**src/design/adsr_pkg.sv**
```systemverilog
`timescale 1ns / 1ps

package adsr_pkg;

    localparam int GAIN_W  = 18;
    localparam int RATE_W  = 16;
    localparam int MOD_W   = 16;
    localparam int STEP_W  = 17;
    localparam int PROD_W  = RATE_W + MOD_W;
    localparam int CFG_IDX_W  = 3;
    localparam int CFG_DATA_W = 18;

    localparam logic [GAIN_W-1:0] GAIN_MAX = {GAIN_W{1'b1}};

    typedef enum logic [1:0] {
        PH_ATTACK  = 2'd0,
        PH_DECAY   = 2'd1,
        PH_RELEASE = 2'd2,
        PH_IDLE    = 2'd3
    } phase_t;

    typedef enum logic [CFG_IDX_W-1:0] {
        REG_ATTACK_RATE   = 3'd0,
        REG_DECAY_RATE    = 3'd1,
        REG_RELEASE_RATE  = 3'd2,
        REG_PEAK_LEVEL    = 3'd3,
        REG_SUSTAIN_LEVEL = 3'd4
    } cfg_idx_t;

    localparam logic [RATE_W-1:0] ATTACK_RATE_RST  = 16'd655;
    localparam logic [RATE_W-1:0] DECAY_RATE_RST   = 16'd655;
    localparam logic [RATE_W-1:0] RELEASE_RATE_RST = 16'd655;
    localparam logic [GAIN_W-1:0] PEAK_LEVEL_RST   = 18'd65536;
    localparam logic [GAIN_W-1:0] SUSTAIN_LEVEL_RST = 18'd32768;

endpackage

```
**src/design/adsr_if.sv**
```systemverilog
`timescale 1ns / 1ps

interface adsr_tick_if;
    import adsr_pkg::*;

    logic             valid;
    logic             ready;
    logic             cmd;
    logic [MOD_W-1:0] mod_factor;

    modport source (output valid, output cmd, output mod_factor, input ready);
    modport sink (input valid, input cmd, input mod_factor, output ready);
endinterface

interface adsr_result_if;
    import adsr_pkg::*;

    logic              valid;
    logic              ready;
    logic [GAIN_W-1:0] gain;
    logic [1:0]        phase_now;

    modport source (output valid, output gain, output phase_now, input ready);
    modport sink (input valid, input gain, input phase_now, output ready);
endinterface

interface adsr_cfg_if;
    import adsr_pkg::*;

    logic                  valid;
    logic                  ready;
    logic [CFG_IDX_W-1:0]  index;
    logic [CFG_DATA_W-1:0] data;

    modport source (output valid, output index, output data, input ready);
    modport sink (input valid, input index, input data, output ready);
endinterface

```
**src/design/adsr_envelope_generator.sv**
```systemverilog
`timescale 1ns / 1ps

// ADSR envelope generator. Each tick transaction either advances the envelope by one
// audio sample (cmd = 0) or retriggers it to gain 0 in attack (cmd = 1), and produces
// exactly one result transaction with the new gain (unsigned Q2.16) and phase. The
// block is a two-stage pipeline: the first stage registers the tick together with
// both rate-times-modulation products, the second does the add, clamp and phase
// decision and loads the result register, which also holds the envelope state. A
// new tick is accepted every cycle unless stage one is full and the result is held;
// the result register keeps its transaction while the next tick is already taken.
// Configuration writes are always accepted and take effect on the next cycle.
module adsr_envelope_generator (
    input  logic                  clk,
    input  logic                  rst_n,
    adsr_tick_if.sink             tick,
    adsr_result_if.source         result,
    adsr_cfg_if.sink              cfg
);
    import adsr_pkg::*;

    logic [RATE_W-1:0] attack_rate_reg;
    logic [RATE_W-1:0] decay_rate_reg;
    logic [RATE_W-1:0] release_rate_reg;
    logic [GAIN_W-1:0] peak_level_reg;
    logic [GAIN_W-1:0] sustain_level_reg;

    logic              s1_valid_reg;
    logic              s1_cmd_reg;
    logic [STEP_W-1:0] s1_att_step_reg;
    logic [STEP_W-1:0] s1_dec_step_reg;

    logic              out_valid_reg;
    logic [GAIN_W-1:0] gain_reg;
    phase_t            phase_reg;

    logic              out_free;
    logic              s1_advance;
    logic              tick_accept;
    logic [PROD_W-1:0] att_prod;
    logic [PROD_W-1:0] dec_prod;

    logic [GAIN_W:0]   att_sum;
    logic [GAIN_W-1:0] att_sat;
    logic [GAIN_W-1:0] gain_next;
    phase_t            phase_next;

    assign cfg.ready = 1'b1;

    always_ff @(posedge clk or negedge rst_n)
    begin
        if (!rst_n)
        begin
            attack_rate_reg   <= ATTACK_RATE_RST;
            decay_rate_reg    <= DECAY_RATE_RST;
            release_rate_reg  <= RELEASE_RATE_RST;
            peak_level_reg    <= PEAK_LEVEL_RST;
            sustain_level_reg <= SUSTAIN_LEVEL_RST;
        end
        else if (cfg.valid)
        begin
            case (cfg.index)
                REG_ATTACK_RATE:   attack_rate_reg   <= cfg.data[RATE_W-1:0];
                REG_DECAY_RATE:    decay_rate_reg    <= cfg.data[RATE_W-1:0];
                REG_RELEASE_RATE:  release_rate_reg  <= cfg.data[RATE_W-1:0];
                REG_PEAK_LEVEL:    peak_level_reg    <= cfg.data[GAIN_W-1:0];
                REG_SUSTAIN_LEVEL: sustain_level_reg <= cfg.data[GAIN_W-1:0];
                default:           ;
            endcase
        end
    end

    assign out_free    = !out_valid_reg || result.ready;
    assign s1_advance  = s1_valid_reg && out_free;
    assign tick.ready  = !s1_valid_reg || out_free;
    assign tick_accept = tick.valid && tick.ready;

    // Both products are formed up front; the phase picks one in the next stage.
    assign att_prod = PROD_W'(attack_rate_reg) * PROD_W'(tick.mod_factor);
    assign dec_prod = PROD_W'(decay_rate_reg) * PROD_W'(tick.mod_factor);

    always_ff @(posedge clk or negedge rst_n)
    begin
        if (!rst_n)
        begin
            s1_valid_reg <= 1'b0;
        end
        else if (tick.ready)
        begin
            s1_valid_reg <= tick.valid;
        end
    end

    always_ff @(posedge clk)
    begin
        if (tick_accept)
        begin
            s1_cmd_reg      <= tick.cmd;
            s1_att_step_reg <= att_prod[PROD_W-1:PROD_W-STEP_W];
            s1_dec_step_reg <= dec_prod[PROD_W-1:PROD_W-STEP_W];
        end
    end

    assign att_sum = {1'b0, gain_reg} + (GAIN_W+1)'(s1_att_step_reg);
    assign att_sat = att_sum[GAIN_W] ? GAIN_MAX : att_sum[GAIN_W-1:0];

    always_comb
    begin
        gain_next  = gain_reg;
        phase_next = phase_reg;
        if (s1_cmd_reg)
        begin
            gain_next  = '0;
            phase_next = PH_ATTACK;
        end
        else
        begin
            case (phase_reg)
                PH_ATTACK:
                begin
                    if (att_sat >= peak_level_reg)
                    begin
                        gain_next  = peak_level_reg;
                        phase_next = PH_DECAY;
                    end
                    else
                    begin
                        gain_next = att_sat;
                    end
                end
                PH_DECAY:
                begin
                    // A step larger than the gain would go negative, which is below
                    // any sustain level.
                    if ((GAIN_W+1)'(gain_reg) <= (GAIN_W+1)'(sustain_level_reg)
                        + (GAIN_W+1)'(s1_dec_step_reg))
                    begin
                        gain_next  = sustain_level_reg;
                        phase_next = PH_RELEASE;
                    end
                    else
                    begin
                        gain_next = gain_reg - GAIN_W'(s1_dec_step_reg);
                    end
                end
                PH_RELEASE:
                begin
                    if (gain_reg <= GAIN_W'(release_rate_reg))
                    begin
                        gain_next  = '0;
                        phase_next = PH_IDLE;
                    end
                    else
                    begin
                        gain_next = gain_reg - GAIN_W'(release_rate_reg);
                    end
                end
                PH_IDLE:
                begin
                    gain_next = gain_reg;
                end
                default:
                begin
                    gain_next  = gain_reg;
                    phase_next = phase_reg;
                end
            endcase
        end
    end

    // The result register doubles as the envelope state.
    always_ff @(posedge clk or negedge rst_n)
    begin
        if (!rst_n)
        begin
            out_valid_reg <= 1'b0;
            gain_reg      <= '0;
            phase_reg     <= PH_ATTACK;
        end
        else
        begin
            if (out_free)
            begin
                out_valid_reg <= s1_valid_reg;
            end
            if (s1_advance)
            begin
                gain_reg  <= gain_next;
                phase_reg <= phase_next;
            end
        end
    end

    assign result.valid     = out_valid_reg;
    assign result.gain      = gain_reg;
    assign result.phase_now = phase_reg;

`ifndef ASSERT_OFF
    a_retrigger_clears: assert property (@(posedge clk) disable iff (!rst_n)
        (s1_advance && s1_cmd_reg) |=> (gain_reg == '0 && phase_reg == PH_ATTACK))
        else $error("retrigger did not clear the envelope");

    a_idle_is_silent: assert property (@(posedge clk) disable iff (!rst_n)
        (phase_reg == PH_IDLE) |-> (gain_reg == '0))
        else $error("idle phase with nonzero gain");

    a_stall_only_when_full: assert property (@(posedge clk) disable iff (!rst_n)
        !tick.ready |-> (s1_valid_reg && out_valid_reg && !result.ready))
        else $error("tick stalled while the pipeline had room");

    a_result_from_stage1: assert property (@(posedge clk) disable iff (!rst_n)
        $rose(out_valid_reg) |-> $past(s1_valid_reg))
        else $error("result appeared without a registered tick");

    a_state_holds_on_stall: assert property (@(posedge clk) disable iff (!rst_n)
        !s1_advance |=> ($stable(gain_reg) && $stable(phase_reg)))
        else $error("envelope state changed without a tick");
`endif

endmodule
```
**src/flat_wrapper.sv**
```systemverilog
// flat-port wrapper written by rule: the top's interface ports become plain ports
module adsr_envelope_generator_flat import adsr_pkg::*;
  (clk, rst_n, tick_valid, tick_cmd, tick_mod_factor, tick_ready, result_valid, result_gain, result_phase_now, result_ready, cfg_valid, cfg_index, cfg_data, cfg_ready);
  adsr_tick_if tick_i ();
  adsr_result_if result_i ();
  adsr_cfg_if cfg_i ();
  input  logic clk;
  input  logic rst_n;
  input wire logic [$bits(tick_i.valid)-1:0] tick_valid;
  input wire logic [$bits(tick_i.cmd)-1:0] tick_cmd;
  input wire logic [$bits(tick_i.mod_factor)-1:0] tick_mod_factor;
  output wire logic [$bits(tick_i.ready)-1:0] tick_ready;
  output wire logic [$bits(result_i.valid)-1:0] result_valid;
  output wire logic [$bits(result_i.gain)-1:0] result_gain;
  output wire logic [$bits(result_i.phase_now)-1:0] result_phase_now;
  input wire logic [$bits(result_i.ready)-1:0] result_ready;
  input wire logic [$bits(cfg_i.valid)-1:0] cfg_valid;
  input wire logic [$bits(cfg_i.index)-1:0] cfg_index;
  input wire logic [$bits(cfg_i.data)-1:0] cfg_data;
  output wire logic [$bits(cfg_i.ready)-1:0] cfg_ready;
  assign tick_i.valid = tick_valid;
  assign tick_i.cmd = tick_cmd;
  assign tick_i.mod_factor = tick_mod_factor;
  assign tick_ready = tick_i.ready;
  assign result_valid = result_i.valid;
  assign result_gain = result_i.gain;
  assign result_phase_now = result_i.phase_now;
  assign result_i.ready = result_ready;
  assign cfg_i.valid = cfg_valid;
  assign cfg_i.index = cfg_index;
  assign cfg_i.data = cfg_data;
  assign cfg_ready = cfg_i.ready;
  adsr_envelope_generator u_core (.clk(clk), .rst_n(rst_n), .tick(tick_i), .result(result_i), .cfg(cfg_i));
endmodule
```
**config.mk**
```make
export PLATFORM = sky130hd
export DESIGN_NAME = adsr_envelope_generator_flat
export DESIGN_NICKNAME = d
export VERILOG_FILES = /design/src/design/adsr_pkg.sv /design/src/design/adsr_if.sv /design/src/design/adsr_envelope_generator.sv /design/src/flat_wrapper.sv
export SDC_FILE = /design/constraint.sdc
export NUM_CORES = 2
export LEC_CHECK = 0
export ABC_AREA = 1
export BUFFER_PORTS_ARGS = -buffer_cell sky130_fd_sc_hd__buf_4
export CORE_MARGIN = 2
export CORE_UTILIZATION = 30
export CTS_CLUSTER_SIZE = 24
export DETAILED_ROUTE_END_ITERATION = 7
export PLACE_DENSITY = 0.49
export SLEW_MARGIN = 5
export SYNTH_ARGS = -nofsm -noshare
export SYNTH_HDL_FRONTEND = slang
export SYNTH_SLANG_ARGS = --single-unit
```
**constraint.sdc**
```tcl
create_clock -name clk -period 6.15 [get_ports clk]
set_input_delay 0.3075 -clock clk [delete_from_list [all_inputs] [get_ports clk]]
set_output_delay 0.3075 -clock clk [all_outputs]
set_load 0.1 [all_outputs]
```
==> impl_metrics.py <==
metrics = {
    "run_status": {
        "status": "completed",
    },
    "yosys": {
        "synth_area_um2": 27300,
        "ys_seq_area_share_pct": 13.7,
        "synth_ff_type": "dfrtp_1",
        "synth-xor-area-share_pct": 2.89,
        "synth_compound_area_share_pct": 8.36,
        "synthCells": 3605,
        "yosysWarnings": 0,
        "synthMuxAreaShare_pct": 0,
        "ys_async_sr_fraction_pct": 75.2,
        "ys_ff_latch": 141,
        "synthAdderAreaFrac_pct": 42.8,
        "syn-num-nets": 4347,
        "synth_edf_count": 35,
        "avgSynthCellArea_um2": 7.56,
        "synthSimpleGateAreaFrac_pct": 17.9,
        "yosysUniqueCellTypes": 52,
        "synth_top_family_by_area": "adder cells",
    },
    "placement": {
        "portBuffers": 64,
        "dp_slack_ps": 54.3,
        "placed_area_um2": 29200,
        "place.gp.congestion": 0.874,
        "dp_hpwl_mm": 69.4,
    },
    "routing": {
        "first_pass_iters": 6,
        "post_drt_wl_per_cell_um": 17.6,
        "met3RoutedLength_mm": 5.44,
        "wl_met2_mm": 36.9,
        "vias": 22031,
        "drtAntennaViolNets": 0,
        "drt-met1-wl_mm": 40.6,
        "drt_wl_total_mm": 84.5,
        "drc": 0,
        "top_layer_used": "met5",
        "first_iter_violations": 1159,
        "viasPerCell": 4.59,
    },
    "cts": {
        "cts_tree": "built",
        "cts_setup_buffers": 0,
        "clk_latency_ps": 490,
        "cts_buffers": 17,
        "root_buffer": "clkbuf_16",
        "htree_num_levels": 4,
        "cts_max_path_buffers": 2,
        "cts.clk_slew.worst_paths_ps": 70,
        "cts.sinks": 141,
    },
    "critical_path": {
        "reg2reg_depth": 18,
        "critical-path-top-delay-family": "adder cells",
        "crit_type": "flip-flop to flip-flop",
        "critical_path_buf_inv_count": 3,
        "worstPathCellList": "nand2_1 -> fa_1 -> inv_1 -> fa_1 -> fa_1 -> fa_1 -> fa_1 -> inv_1 -> fa_1 -> inv_1 -> ha_1 -> nand2_1 -> nor4_4 -> nand3_1 -> nand3_1 -> nand2_1 -> nand2_1 -> xor2_1",
        "crit_slowest_cell": "dfstp_4",
        "worstReg2RegStart": "u_core.decay_rate_reg[7]",
        "crit_path_max_fanout": 17,
        "slowest_delay_ps": 750,
        "critical_path_arrival_ps": 6130,
        "cp.required_ps": 6420,
        "r2r-end": "u_core.s1_dec_step_reg[11]",
        "startpoint_type": "flip-flop",
        "regToRegSetupSlack_ps": 290,
        "crit_top_cell": "fa_1",
        "end_kind": "flip-flop",
    },
    "worst_hold_path": {
        "min_to": "u_core.result.valid",
        "whs_path_depth": 4,
        "hold_path.startpoint": "result_ready",
        "hold_class": "input pin to flip-flop",
    },
    "global_routing": {
        "grt_first_pass_wirelength_mm": 132,
        "grt_pass1_vias": 22460,
        "grt_overflow": 0,
        "grt_antenna_before_repair": 6,
        "grt_max_degree": 64,
        "track_usage_pct": 18.6,
    },
    "timing": {
        "fin_crit_sh_pct": 95.3,
        "worst_slew_pin_slew_ps": 1150,
        "slew_viol_final": 0,
        "rsz0062_at_grt": "no",
        "tns_ps": 0,
        "worst_slack_ps": 286,
        "setup_violations": 0,
        "fmaxAchievable_mhz": 171,
        "skew_ps": 13.5,
        "slew_headroom_pct": 23.0,
        "hold_viol": 0,
        "fin_crit_ps": 5860,
    },
    "floorplanning": {
        "die_h_um": 305,
        "fp.dieW_um": 305,
        "start_util_pct": 30.3,
        "core-area_um2": 90000,
        "row_count": 110,
        "die_area_um2": 93300,
        "pin_count": 66,
    },
    "layout": {
        "fillers": 9721,
        "layout-drive-gt1-share_pct": 5.93,
        "n_antenna_cell": 0,
        "syn_to_final_growth_pct": 9.37,
        "most-common-layout-cells": "nand2_1, inv_1, fa_1",
        "layout_commonest_cell": "nand2_1",
        "post-route-cell-area_um2": 29800,
        "num-nets-final": 4356,
        "final_core_util_pct": 33.1,
    },
    "run": {
        "drv_cap": 0,
    },
}
synth_stat cells, types with 3 or more instances:
library cell	number	area, µm²
ha_1	309	3870
buf_1	4	15.0
inv_1	889	3340
or2_2	5	31.3
nand3_1	95	475
nand2_1	952	3570
a21oi_1	179	896
o21ai_1	21	105
nor2_1	100	375
o21bai_1	7	52.6
o211ai_1	10	75.1
xor2_1	53	464
o21ai_0	161	806
nor3_1	19	95.1
clkbuf_1	129	484
a21o_1	6	45.0
nor4_1	4	25.0
dfstp_2	20	526
buf_6	3	33.8
a21oi_2	3	26.3
a211oi_1	4	30.0
a31oi_1	9	56.3
o21a_1	10	75.1
nand2_2	4	25.0
dfrtp_1	86	2150
nand4_1	19	119
fa_1	390	7810
buf_2	5	25.0
nand3b_1	7	52.6
edfxtp_1	35	1050
xnor2_1	37	324
routing by layer:
metal / vias up / global-route usage, %
met4: 2 / 4.17
li1: 10871 / -
met3: 77 / 3.70
met5: - / 0
met2: 531 / 29.1
met1: 10550 / 26.4
per-stage QoR:
| stage | hold WS (ps) | cells |
|---|---|---|
| final | 89.9 | 4803 |
| after global routing | 95.1 | 4803 |
| after CTS | 45.3 | 4803 |
| after detailed placement | 477 | 4768 |
| after global placement | 468 | 4768 |
| after floorplan | 11.9 | 3605 |
cell families after synthesis:
kind of cell,Yosys count
AND/OR/NAND/NOR,1216
buffers and inverters,1035
adder cells (fa/ha/maj),699
AO/OA/AOI/OAI,423
flip-flops,141
XOR/XNOR,90
other,1
worst max path at each step:
stage                                   start                          to  depth (start not counted)
floorplan           u_core.attack_rate_reg[9]  u_core.s1_att_step_reg[11]                         22
global placement     u_core.decay_rate_reg[7]  u_core.s1_dec_step_reg[11]                         18
detailed placement   u_core.decay_rate_reg[7]  u_core.s1_dec_step_reg[11]                         18
CTS                  u_core.decay_rate_reg[7]  u_core.s1_dec_step_reg[11]                         18
global route         u_core.decay_rate_reg[9]  u_core.s1_dec_step_reg[11]                         18
finish               u_core.decay_rate_reg[7]  u_core.s1_dec_step_reg[11]                         18
layout make-up:
type / count / area [µm²] / area share, %
repair buffers: 133 / 1030 / 3.46
inverters: 892 / 3350 / 11.2
clock inverters: 13 / 131 / 0.441
multi-input cells: 2429 / 19700 / 65.9
clock buffers: 19 / 447 / 1.50
well taps: 1176 / 1470 / 4.93
flip-flops and latches: 141 / 3740 / 12.5
worst reg2reg max path, cell delays in order (launching register included):
cell and delay (ps):
dfstp_4 750, nand2_1 120, fa_1 560, inv_1 60, fa_1 560, fa_1 440, fa_1 410, fa_1 560
inv_1 70, fa_1 480, inv_1 40, ha_1 340, nand2_1 150, nor4_4 320, nand3_1 110, nand3_1 150
nand2_1 100, nand2_1 100, xor2_1 320
repair_timing:
| action | in CTS | in global routing |
|---|---|---|
| hold buffers | 3 | 0 |
| setup endpoints to repair | 0 | 11 |
| gates resized for setup | 0 | 14 |
| hold endpoints to repair | 43 | 0 |
Power is not shown: default switching activity piles up to over one toggle a cycle in this logic, so the estimate is an artifact.
